--- src/rtl/tcsp_pkg.sv ---
// Shared types and constants of the three-channel slow PWM.
// No dependencies; used by every module of the block.
package tcsp_pkg;

  localparam int CYCLE_BITS = 10;
  localparam int PHASE_W    = CYCLE_BITS + 1;
  localparam int LEVEL_W    = 7;
  localparam int FLOW_W     = 11;
  localparam int NCH        = 3;
  localparam int CH_W       = $clog2(NCH);
  localparam int PROD_W     = LEVEL_W + CYCLE_BITS;
  localparam int CNT_W      = $clog2(CYCLE_BITS + 1);

  localparam logic [LEVEL_W-1:0]    LEVEL_CAP   = LEVEL_W'(100);
  localparam logic [CYCLE_BITS-1:0] CYCLE_RESET = CYCLE_BITS'(500);
  localparam logic [PHASE_W-1:0]    PHASE_MAX   = {PHASE_W{1'b1}};

  typedef enum logic [1:0] {
    REQ_TICK    = 2'd0,
    REQ_SET     = 2'd1,
    REQ_ENABLE  = 2'd2,
    REQ_DISABLE = 2'd3
  } req_t;

  typedef enum logic [2:0] {
    ST_IDLE,
    ST_MUL,
    ST_LOAD,
    ST_DIV,
    ST_DONE
  } state_t;

  typedef struct packed {
    req_t               req_type;
    logic [LEVEL_W-1:0] level_a;
    logic [LEVEL_W-1:0] level_b;
    logic [LEVEL_W-1:0] level_c;
  } in_t;

  typedef struct packed {
    logic              drive_a;
    logic              drive_b;
    logic              drive_c;
    logic [FLOW_W-1:0] flow_a;
    logic [FLOW_W-1:0] flow_b;
    logic [FLOW_W-1:0] flow_c;
    logic              running;
  } out_t;

  // Divider request and response
  typedef struct packed {
    logic              start;
    logic [PROD_W-1:0] dividend;
    logic [LEVEL_W-1:0] divisor;
  } div_req_t;

  typedef struct packed {
    logic                  done;
    logic [CYCLE_BITS-1:0] quotient;
  } div_rsp_t;

endpackage

--- src/rtl/tcsp_div.sv ---
// Iterative restoring divider, one quotient bit per cycle.
// Depends on tcsp_pkg. The quotient is known to fit in CYCLE_BITS bits.
module tcsp_div (
  input  logic               clk,
  input  logic               rst,
  input  tcsp_pkg::div_req_t req,
  output tcsp_pkg::div_rsp_t rsp
);

  logic                                busy;
  logic                                done;
  logic [tcsp_pkg::CNT_W-1:0]          cnt;
  logic [tcsp_pkg::LEVEL_W-1:0]        rem;
  logic [tcsp_pkg::CYCLE_BITS-1:0]     low;
  logic [tcsp_pkg::CYCLE_BITS-1:0]     quo;
  logic [tcsp_pkg::LEVEL_W:0]          shifted;
  logic [tcsp_pkg::LEVEL_W+1:0]        diff;
  logic                                fit;

  // Trial subtraction of the divisor from the shifted remainder
  assign shifted = {rem, low[tcsp_pkg::CYCLE_BITS-1]};
  assign diff    = {1'b0, shifted} - {2'b00, req.divisor};
  assign fit     = ~diff[tcsp_pkg::LEVEL_W+1];

  // Control: bit counter and done pulse
  always_ff @(posedge clk) begin
    if (rst) begin
      busy <= 1'b0;
      done <= 1'b0;
      cnt  <= '0;
    end else begin
      done <= 1'b0;
      if (req.start) begin
        busy <= 1'b1;
        cnt  <= tcsp_pkg::CNT_W'(tcsp_pkg::CYCLE_BITS);
      end else if (busy) begin
        cnt <= cnt - tcsp_pkg::CNT_W'(1);
        if (cnt == tcsp_pkg::CNT_W'(1)) begin
          busy <= 1'b0;
          done <= 1'b1;
        end
      end
    end
  end

  // Datapath: the upper dividend bits are already below the divisor
  always_ff @(posedge clk) begin
    if (req.start) begin
      rem <= req.dividend[tcsp_pkg::PROD_W-1:tcsp_pkg::CYCLE_BITS];
      low <= req.dividend[tcsp_pkg::CYCLE_BITS-1:0];
    end else if (busy) begin
      rem <= fit ? diff[tcsp_pkg::LEVEL_W-1:0] : shifted[tcsp_pkg::LEVEL_W-1:0];
      low <= {low[tcsp_pkg::CYCLE_BITS-2:0], 1'b0};
      quo <= {quo[tcsp_pkg::CYCLE_BITS-2:0], fit};
    end
  end

  assign rsp.done     = done;
  assign rsp.quotient = quo;

endmodule

--- src/rtl/three_channel_proportional_slow_pwm.sv ---
// Three-channel slow PWM for pumps: top level with sequencer and channel state.
// Depends on tcsp_pkg and tcsp_div.
//
// Each input beat is a millisecond tick, a set of three levels, an enable or a
// disable, and gives exactly one result beat. A tick, enable or disable beat
// goes from the idle state to the done state, which loads the output register
// once it is free, and the input opens again when the sequencer is back in idle.
// A set beat works through the channels in turn on the one shared divider: per
// channel the product of the clipped level and cycle_ms is registered, the
// restoring divider is loaded, it resolves the on-time a bit per cycle against
// the largest level, and the on-time is stored. Its result is registered in the
// done state after the last channel. The input is not ready while a beat is in
// work; a finished result waits in the output register and only holds off the
// input once the next result is ready behind it.
// cycle_ms may be written at any time the block is idle; cfg_ready is always high.
module three_channel_proportional_slow_pwm (
  input  logic                            clk,
  input  logic                            rst,
  input  logic                            in_valid,
  output logic                            in_ready,
  input  tcsp_pkg::in_t                   in_data,
  output logic                            out_valid,
  input  logic                            out_ready,
  output tcsp_pkg::out_t                  out_data,
  input  logic                            cfg_valid,
  output logic                            cfg_ready,
  input  logic [tcsp_pkg::CYCLE_BITS-1:0] cfg_data
);

  tcsp_pkg::state_t                  state, state_next;
  tcsp_pkg::div_req_t                div_req;
  tcsp_pkg::div_rsp_t                div_rsp;
  tcsp_pkg::out_t                    result;

  logic                              in_fire;
  logic                              out_free;
  logic [tcsp_pkg::CYCLE_BITS-1:0]   cycle_ms;
  logic                              active;
  logic [tcsp_pkg::PHASE_W-1:0]      phase;
  logic [tcsp_pkg::CYCLE_BITS-1:0]   on_time [tcsp_pkg::NCH];
  logic                              was_on  [tcsp_pkg::NCH];
  logic [tcsp_pkg::FLOW_W-1:0]       flow    [tcsp_pkg::NCH];
  logic [tcsp_pkg::LEVEL_W-1:0]      lv      [tcsp_pkg::NCH];
  logic [tcsp_pkg::LEVEL_W-1:0]      mx;
  logic [tcsp_pkg::CH_W-1:0]         ch;
  logic [tcsp_pkg::PROD_W-1:0]       prod;

  logic [tcsp_pkg::LEVEL_W-1:0]      lvl_in  [tcsp_pkg::NCH];
  logic [tcsp_pkg::LEVEL_W-1:0]      clip    [tcsp_pkg::NCH];
  logic [tcsp_pkg::LEVEL_W-1:0]      mx_in;
  logic [tcsp_pkg::PHASE_W-1:0]      phase_inc;
  logic [tcsp_pkg::PHASE_W-1:0]      phase_tick;
  logic                              tick_on [tcsp_pkg::NCH];
  logic [tcsp_pkg::FLOW_W-1:0]       flow_in [tcsp_pkg::NCH];

  assign in_fire   = in_valid && in_ready;
  assign out_free  = !out_valid || out_ready;
  assign cfg_ready = 1'b1;

  // Level clipping and largest level, at least one
  assign lvl_in[0] = in_data.level_a;
  assign lvl_in[1] = in_data.level_b;
  assign lvl_in[2] = in_data.level_c;

  always_comb begin
    mx_in = tcsp_pkg::LEVEL_W'(1);
    for (int i = 0; i < tcsp_pkg::NCH; i++) begin
      clip[i] = (lvl_in[i] > tcsp_pkg::LEVEL_CAP) ? tcsp_pkg::LEVEL_CAP : lvl_in[i];
      if (clip[i] > mx_in) mx_in = clip[i];
    end
  end

  // Tick: saturating phase advance, restart above the cycle length while enabled
  assign phase_inc  = (phase == tcsp_pkg::PHASE_MAX) ? phase
                                                     : phase + tcsp_pkg::PHASE_W'(1);
  assign phase_tick = (active && (phase_inc > {1'b0, cycle_ms})) ? '0 : phase_inc;

  // Per-channel drive and flow for this beat
  always_comb begin
    for (int i = 0; i < tcsp_pkg::NCH; i++) begin
      tick_on[i] = phase_tick < {1'b0, on_time[i]};
      flow_in[i] = '0;
      if (in_data.req_type == tcsp_pkg::REQ_TICK) begin
        if (active && was_on[i] && !tick_on[i]) flow_in[i] = tcsp_pkg::FLOW_W'(on_time[i]);
      end else if (in_data.req_type == tcsp_pkg::REQ_DISABLE) begin
        if (active && was_on[i]) flow_in[i] = tcsp_pkg::FLOW_W'(phase);
      end
    end
  end

  // Sequencer state register
  always_ff @(posedge clk) begin
    if (rst) begin
      state <= tcsp_pkg::ST_IDLE;
    end else begin
      state <= state_next;
    end
  end

  // Sequencer next state and strobes
  always_comb begin
    state_next       = state;
    in_ready         = 1'b0;
    div_req.start    = 1'b0;
    div_req.dividend = prod;
    div_req.divisor  = mx;
    unique case (state)
      tcsp_pkg::ST_IDLE: begin
        in_ready = 1'b1;
        if (in_valid) begin
          state_next = (in_data.req_type == tcsp_pkg::REQ_SET) ? tcsp_pkg::ST_MUL
                                                              : tcsp_pkg::ST_DONE;
        end
      end
      tcsp_pkg::ST_MUL:  state_next = tcsp_pkg::ST_LOAD;
      tcsp_pkg::ST_LOAD: begin
        div_req.start = 1'b1;
        state_next    = tcsp_pkg::ST_DIV;
      end
      tcsp_pkg::ST_DIV: begin
        if (div_rsp.done) begin
          state_next = (ch == tcsp_pkg::CH_W'(tcsp_pkg::NCH - 1)) ? tcsp_pkg::ST_DONE
                                                                 : tcsp_pkg::ST_MUL;
        end
      end
      tcsp_pkg::ST_DONE: begin
        if (out_free) state_next = tcsp_pkg::ST_IDLE;
      end
      default: state_next = tcsp_pkg::ST_IDLE;
    endcase
  end

  tcsp_div u_div (
    .clk (clk),
    .rst (rst),
    .req (div_req),
    .rsp (div_rsp)
  );

  // Channel state, phase and configuration
  always_ff @(posedge clk) begin
    if (rst) begin
      cycle_ms <= tcsp_pkg::CYCLE_RESET;
      active   <= 1'b0;
      phase    <= tcsp_pkg::PHASE_MAX;
      ch       <= '0;
      for (int i = 0; i < tcsp_pkg::NCH; i++) begin
        on_time[i] <= '0;
        was_on[i]  <= 1'b0;
      end
    end else begin
      if (cfg_valid) cycle_ms <= cfg_data;
      if (in_fire) begin
        unique case (in_data.req_type)
          tcsp_pkg::REQ_TICK: begin
            phase <= phase_tick;
            if (active) begin
              for (int i = 0; i < tcsp_pkg::NCH; i++) was_on[i] <= tick_on[i];
            end
          end
          tcsp_pkg::REQ_SET:    ch     <= '0;
          tcsp_pkg::REQ_ENABLE: active <= 1'b1;
          tcsp_pkg::REQ_DISABLE: begin
            active <= 1'b0;
            for (int i = 0; i < tcsp_pkg::NCH; i++) was_on[i] <= 1'b0;
          end
          default: ;
        endcase
      end
      if ((state == tcsp_pkg::ST_DIV) && div_rsp.done) begin
        on_time[ch] <= div_rsp.quotient;
        ch          <= ch + tcsp_pkg::CH_W'(1);
      end
    end
  end

  // Latched levels, beat flows and the multiplier register
  always_ff @(posedge clk) begin
    if (in_fire) begin
      for (int i = 0; i < tcsp_pkg::NCH; i++) flow[i] <= flow_in[i];
      if (in_data.req_type == tcsp_pkg::REQ_SET) begin
        for (int i = 0; i < tcsp_pkg::NCH; i++) lv[i] <= clip[i];
        mx <= mx_in;
      end
    end
    if (state == tcsp_pkg::ST_MUL) begin
      prod <= tcsp_pkg::PROD_W'(lv[ch]) * tcsp_pkg::PROD_W'(cycle_ms);
    end
  end

  // Result beat built from the state after the item
  always_comb begin
    result.drive_a = was_on[0];
    result.drive_b = was_on[1];
    result.drive_c = was_on[2];
    result.flow_a  = flow[0];
    result.flow_b  = flow[1];
    result.flow_c  = flow[2];
    result.running = active;
  end

  // Output register
  always_ff @(posedge clk) begin
    if (rst) begin
      out_valid <= 1'b0;
    end else if ((state == tcsp_pkg::ST_DONE) && out_free) begin
      out_valid <= 1'b1;
    end else if (out_ready) begin
      out_valid <= 1'b0;
    end
  end

  always_ff @(posedge clk) begin
    if ((state == tcsp_pkg::ST_DONE) && out_free) out_data <= result;
  end

endmodule

--- config.mk ---
export PLATFORM = sky130hd
export DESIGN_NAME = three_channel_proportional_slow_pwm
export DESIGN_NICKNAME = d
export VERILOG_FILES = /design/src/rtl/tcsp_pkg.sv /design/src/rtl/tcsp_div.sv /design/src/rtl/three_channel_proportional_slow_pwm.sv
export SDC_FILE = /design/constraint.sdc
export NUM_CORES = 1
export LEC_CHECK = 0
export BUFFER_PORTS_ARGS = -buffer_cell sky130_fd_sc_hd__buf_2
export CAP_MARGIN = 5
export CORE_AREA = 8 8 166 168
export CTS_BUF_LIST = sky130_fd_sc_hd__clkbuf_8
export CTS_CLUSTER_SIZE = 14
export DETAILED_ROUTE_END_ITERATION = 10
export DIE_AREA = 0 0 174 176
export PLACE_DENSITY = 0.67
export SLEW_MARGIN = 10
export SYNTH_ARGS = -nofsm -noshare
export SYNTH_HDL_FRONTEND = slang
export SYNTH_SLANG_ARGS = --single-unit
export TNS_END_PERCENT = 30
--- constraint.sdc ---
create_clock -name clk -period 13.1 [get_ports clk]
set_input_delay 3.93 -clock clk [delete_from_list [all_inputs] [get_ports clk]]
set_output_delay 3.93 -clock clk [all_outputs]
set_load 0.005 [all_outputs]
==> reports/results.env <==
POWER.SEQUENTIAL.FRACTION_PCT=41.7
SETUP.WORST_PATH.START_CLASS='input pin'
SYNTH_TOP_CELLS_BY_COUNT='sky130_fd_sc_hd__edfxtp_1 (175), sky130_fd_sc_hd__nand2_1 (127), sky130_fd_sc_hd__inv_1 (112), sky130_fd_sc_hd__ha_1 (99), sky130_fd_sc_hd__nor2_1 (66)'
FIN_SETUP_TNS_NS=0
ROUTED_WL_MM=26.3
NET_COUNT_OF_THE_MAPPED_NETLIST=1314
GLOBALROUTETOTALUTIL_PCT=17.4
WL_PER_CELL_UM=16.8
INITIALDRTVIOLATIONCOUNT=486
SYNTH_FF_TYPE='sky130_fd_sc_hd__edfxtp_1'
FLOORPLAN.ROWS=58
CRITICAL_PATH_FANOUTS_MAX=10
SLEW_VIOLATIONS=0
YOSYSTOPAREACELLSHARE_PCT=42.7
GRT_PASS1_VIAS=8536
CTS.HOLD.BUFFERS_ADDED=0
VIASPERCELL=5.40
FLIP_FLOP_AND_LATCH_COUNT_AFTER_SYNTHESIS=211
WORST-SLEW-PIN-TRANSITION_NS=1.04
SYNTH.DISTINCT_CELLS=63
PERIOD_NEEDED_NS=7.94
SETUP_VIOLATIONS=0
CRITICAL_PATH_REQUIRED_NS=13.38
HOLD_CLASS='flip-flop to flip-flop'
UNREPAIRED_SETUP_ENDPOINTS_AFTER_GLOBAL_ROUTING='no'
CTS.SINK_COUNT=211
DIE_Y_UM=176
PLACE_INST=1501
LAYOUT-AREA-OVERHEAD-VS-SYNTH_PCT=11.3
DRIVE_ABOVE_1_SHARE_PCT=12.3
POSTROUTEANTENNANETS=0
HOLD_VIOLATIONS=0
GRT_MAX_DEGREE=38
CTS-RESIZED-GATES=0
FLOORPLAN.IO_PINS=78
NUMCTSBUFFERS=37
MAX_CAPACITANCE_VIOLATION_TOTAL=0
NETS_FINISH=1387
TIMING.FMAX_MHz=126
SYNTH.CELL_AREA_SQ_UM=12300
SETUP.WORST_PATH.END_CLASS='flip-flop'
CTS_TREE='yes'
YOSYS_WARNINGS=0
CRITICALPATHCATEGORY='input pin to flip-flop'
SYNTHARSTFLOPSHARE_PCT=0
MAX_STAGE_DELAY_NS=0.64
IO_BUFFER_COUNT=76
CTS_SETUP_BUFFERS=0
VDD.IR_DROP.WORST_mV=0.0818
SYNTH_TOP_CELLS_BY_AREA='sky130_fd_sc_hd__edfxtp_1 (43%), sky130_fd_sc_hd__ha_1 (10%), sky130_fd_sc_hd__fa_1 (6.5%)'
OVERFLOW_LEFT_AFTER_GLOBAL_ROUTING=0
RUN_STATUS='completed'
P_SWITCHING_mW=0.637
CRIT_ARRIVAL_NS=8.21
MAX_SLEW_MARGIN_PCT=30.5
CRITICAL_PATH.MOST_COMMON_CELL='sky130_fd_sc_hd__o21ai_0'
ANTENNA_FOUND_INITIAL=0
POWER.INTERNAL_mW=1.38
DETAILED_PLACE_HPWL_MM=19.7
SYN_AREA_PER_CELL_SQ_UM=10.8
HOLDPATHSTAGES=0
GLOBALPLACE.CONGESTION=0.970
GRT_FIRST_PASS_WIRELENGTH_MM=43.2
SYNTH_ENABLE_FLOP_CELLS=175
DESIGN.DIE.AREA_SQ_UM=30600
YOSYSTOPAREACELL='sky130_fd_sc_hd__edfxtp_1'
SYNTHCELLS=1137
FILLERINSTANCES=2210
ANTENNA_CELLS_INSERTED=0
CRITPATHSLOWESTCELL='sky130_fd_sc_hd__o22ai_1'
YOSYSMOSTFREQUENTCELL='sky130_fd_sc_hd__edfxtp_1'
DIE_WIDTH_UM=174
SEQ_AREA_FRAC_SYNTH_PCT=48.6
POWER.LEAKAGE_nW=5.97
CTS.REPORTEDPATHS.CLKPINSLEW_NS=0.06
MAXIMUM_LEVEL_OF_THE_CTS_H_TREE=2
START_UTIL_PCT=49.6
CLOCK_INSERTION_DELAY_AT_THE_LATER_PIN_OF_THE_SKEW_REPORT_NS=0.53
FINISHED_LAYOUT_CELLS=1567
PWR_DENS_nW_PER_UM2=147
DETAILROUTE.VIA_COUNT=8468
CTS.ROOT.BUFFER_CELL='sky130_fd_sc_hd__clkbuf_8'
TIMING.CRITICAL_PATH.CELLS='buf_2, o311ai_0, and2_1, ha_1, nor2b_1, o21ai_0, a21oi_1, a211oi_1, o21bai_1, mux2i_1, ha_1, a21oi_1, nor2b_1, o21ai_0, o21ai_0, o22ai_1, mux2_2'
REG2REGPATHDEPTH=21
POST-ROUTE-PERIOD-UTIL_PCT=60.6
FIRST_PASS_ITERS=5
FLOORPLAN.CORE_AREA_SQ_UM=24800
CTSLONGESTPATHBUFFERS=3
TIMING.CLOCK.SKEW_NS=0.0273
P_COMB_SHARE_PCT=29.0
DRC=0
P_SW_SHARE_PCT=31.6
POWER.CLOCK.FRACTION_PCT=29.3
==> layer usage <==
| layer | up-vias | track usage [%] | routed length, um |
|---|---|---|---|
| met5 | - | 0 | 0 |
| met4 | 0 | 7.45 | 952 |
| met3 | 53 | 3.61 | 1440 |
| met2 | 215 | 29.1 | 12400 |
| met1 | 4014 | 21.6 | 11500 |
| li1 | 4186 | - | - |
==> stage by stage <==
stage / power, mW / hold slack [ns] / util [%] / setup slack (ns) / area (sq um)
after floorplan: 1.29 / 0.400 / - / 5.36 / 12300
after global placement: 1.43 / 0.400 / 52.2 / 4.85 / 13000
after detailed placement: 1.44 / 0.405 / 52.2 / 4.63 / 13000
after CTS: 2.04 / 0.418 / 55.1 / 5.20 / 13700
after global routing: 2.16 / 0.422 / 55.2 / 4.72 / 13700
final: 2.02 / 0.417 / 55.2 / 5.16 / 13700
==> sequential cells by signal, summed over array words and instances, names as in the netlist, 2 cells and up, named ones only <==
signal,cells
ch,2
cycle_ms,10
flow,33
lv,21
mx,7
on_time,30
out_data,37
phase,11
prod,17
state,3
u_div.cnt,4
u_div.low,10
u_div.quo,10
u_div.rem,7
was_on,3
==> worst paths after layout <==
path,from,end,slack (ns)
worst min-delay path,flow[0][9]$_DFFE_PP_,out_data[32]$_DFFE_PP_,0.42
worst max register to register,phase[0]$_SDFFE_PP1P_,flow[0][18]$_DFFE_PP_,6.44
worst max-delay path,in_data[11],mx[0]$_DFFE_PP_,5.16
worst min register to register,flow[0][9]$_DFFE_PP_,out_data[32]$_DFFE_PP_,0.42
==> worst max-delay path: cells and delay by family <==
kind / cells / cell delay [ns]
buf+inv: 1 / 0.11
fa+ha+maj: 2 / 0.57
simple gates: 3 / 0.46
compound gates: 9 / 2.37
mux: 2 / 0.76
==> kinds of logic (layout without fill, tap and decap cells) <==
family                   after synthesis  count (layout)  share of synthesized area [%]
AND/OR/NAND/NOR                      372             372                           15.0
flip-flops                           211             211                           48.6
AO/OA/AOI/OAI                        209             209                           11.4
buffers and inverters                162             262                           5.03
adder cells (fa/ha/maj)              139             139                           16.6
multiplexers                          22              22                           1.92
XOR/XNOR                              21              21                           1.49
other                                  1               1                         0.0305
==> cell usage in the layout, fill, tap and decap left out, drive strengths merged, types with 4 or more instances in the layout <==
| master | count |
|---|---|
| buf | 83 |
| o21ai | 47 |
| nor3 | 17 |
| nand4 | 10 |
| dfxtp | 36 |
| inv | 126 |
| a211oi | 5 |
| and2 | 27 |
| ha | 99 |
| nor4 | 4 |
| nor4b | 6 |
| o211ai | 12 |
| and3 | 49 |
| fa | 40 |
| o31ai | 10 |
| nand2 | 128 |
| nor2 | 66 |
| xnor2 | 13 |
| o21a | 14 |
| a21o | 19 |
| edfxtp | 175 |
| nand2b | 8 |
| clkinv | 10 |
| mux2i | 19 |
| clkbuf | 40 |
| xor2 | 8 |
| a22o | 20 |
| a211o | 4 |
| o21bai | 6 |
| a21oi | 55 |
| nor2b | 13 |
| or2 | 4 |
| nand3 | 25 |
==> power groups by stage <==
stage / Clock, mW / Combinational, mW / Sequential (mW)
after global placement: 0 / 0.575 / 0.853
final: 0.591 / 0.585 / 0.841
after floorplan: 0 / 0.454 / 0.840
after global routing: 0.637 / 0.674 / 0.846
after detailed placement: 0 / 0.584 / 0.854
after CTS: 0.610 / 0.588 / 0.841
==> final cells by class <==
| cell class | instances | area, sq um | area share [%] |
|---|---|---|---|
| Multi-Input combinational cell | 764 | 5720 | 41.8 |
| Timing Repair Buffer | 83 | 433 | 3.16 |
| Inverter | 113 | 424 | 3.10 |
| Clock inverter | 26 | 171 | 1.25 |
| Clock buffer | 40 | 551 | 4.02 |
| Sequential cell | 211 | 5980 | 43.7 |
| Tap cell | 330 | 413 | 3.02 |
No activity file was read; power rests on OpenSTA's default activity.
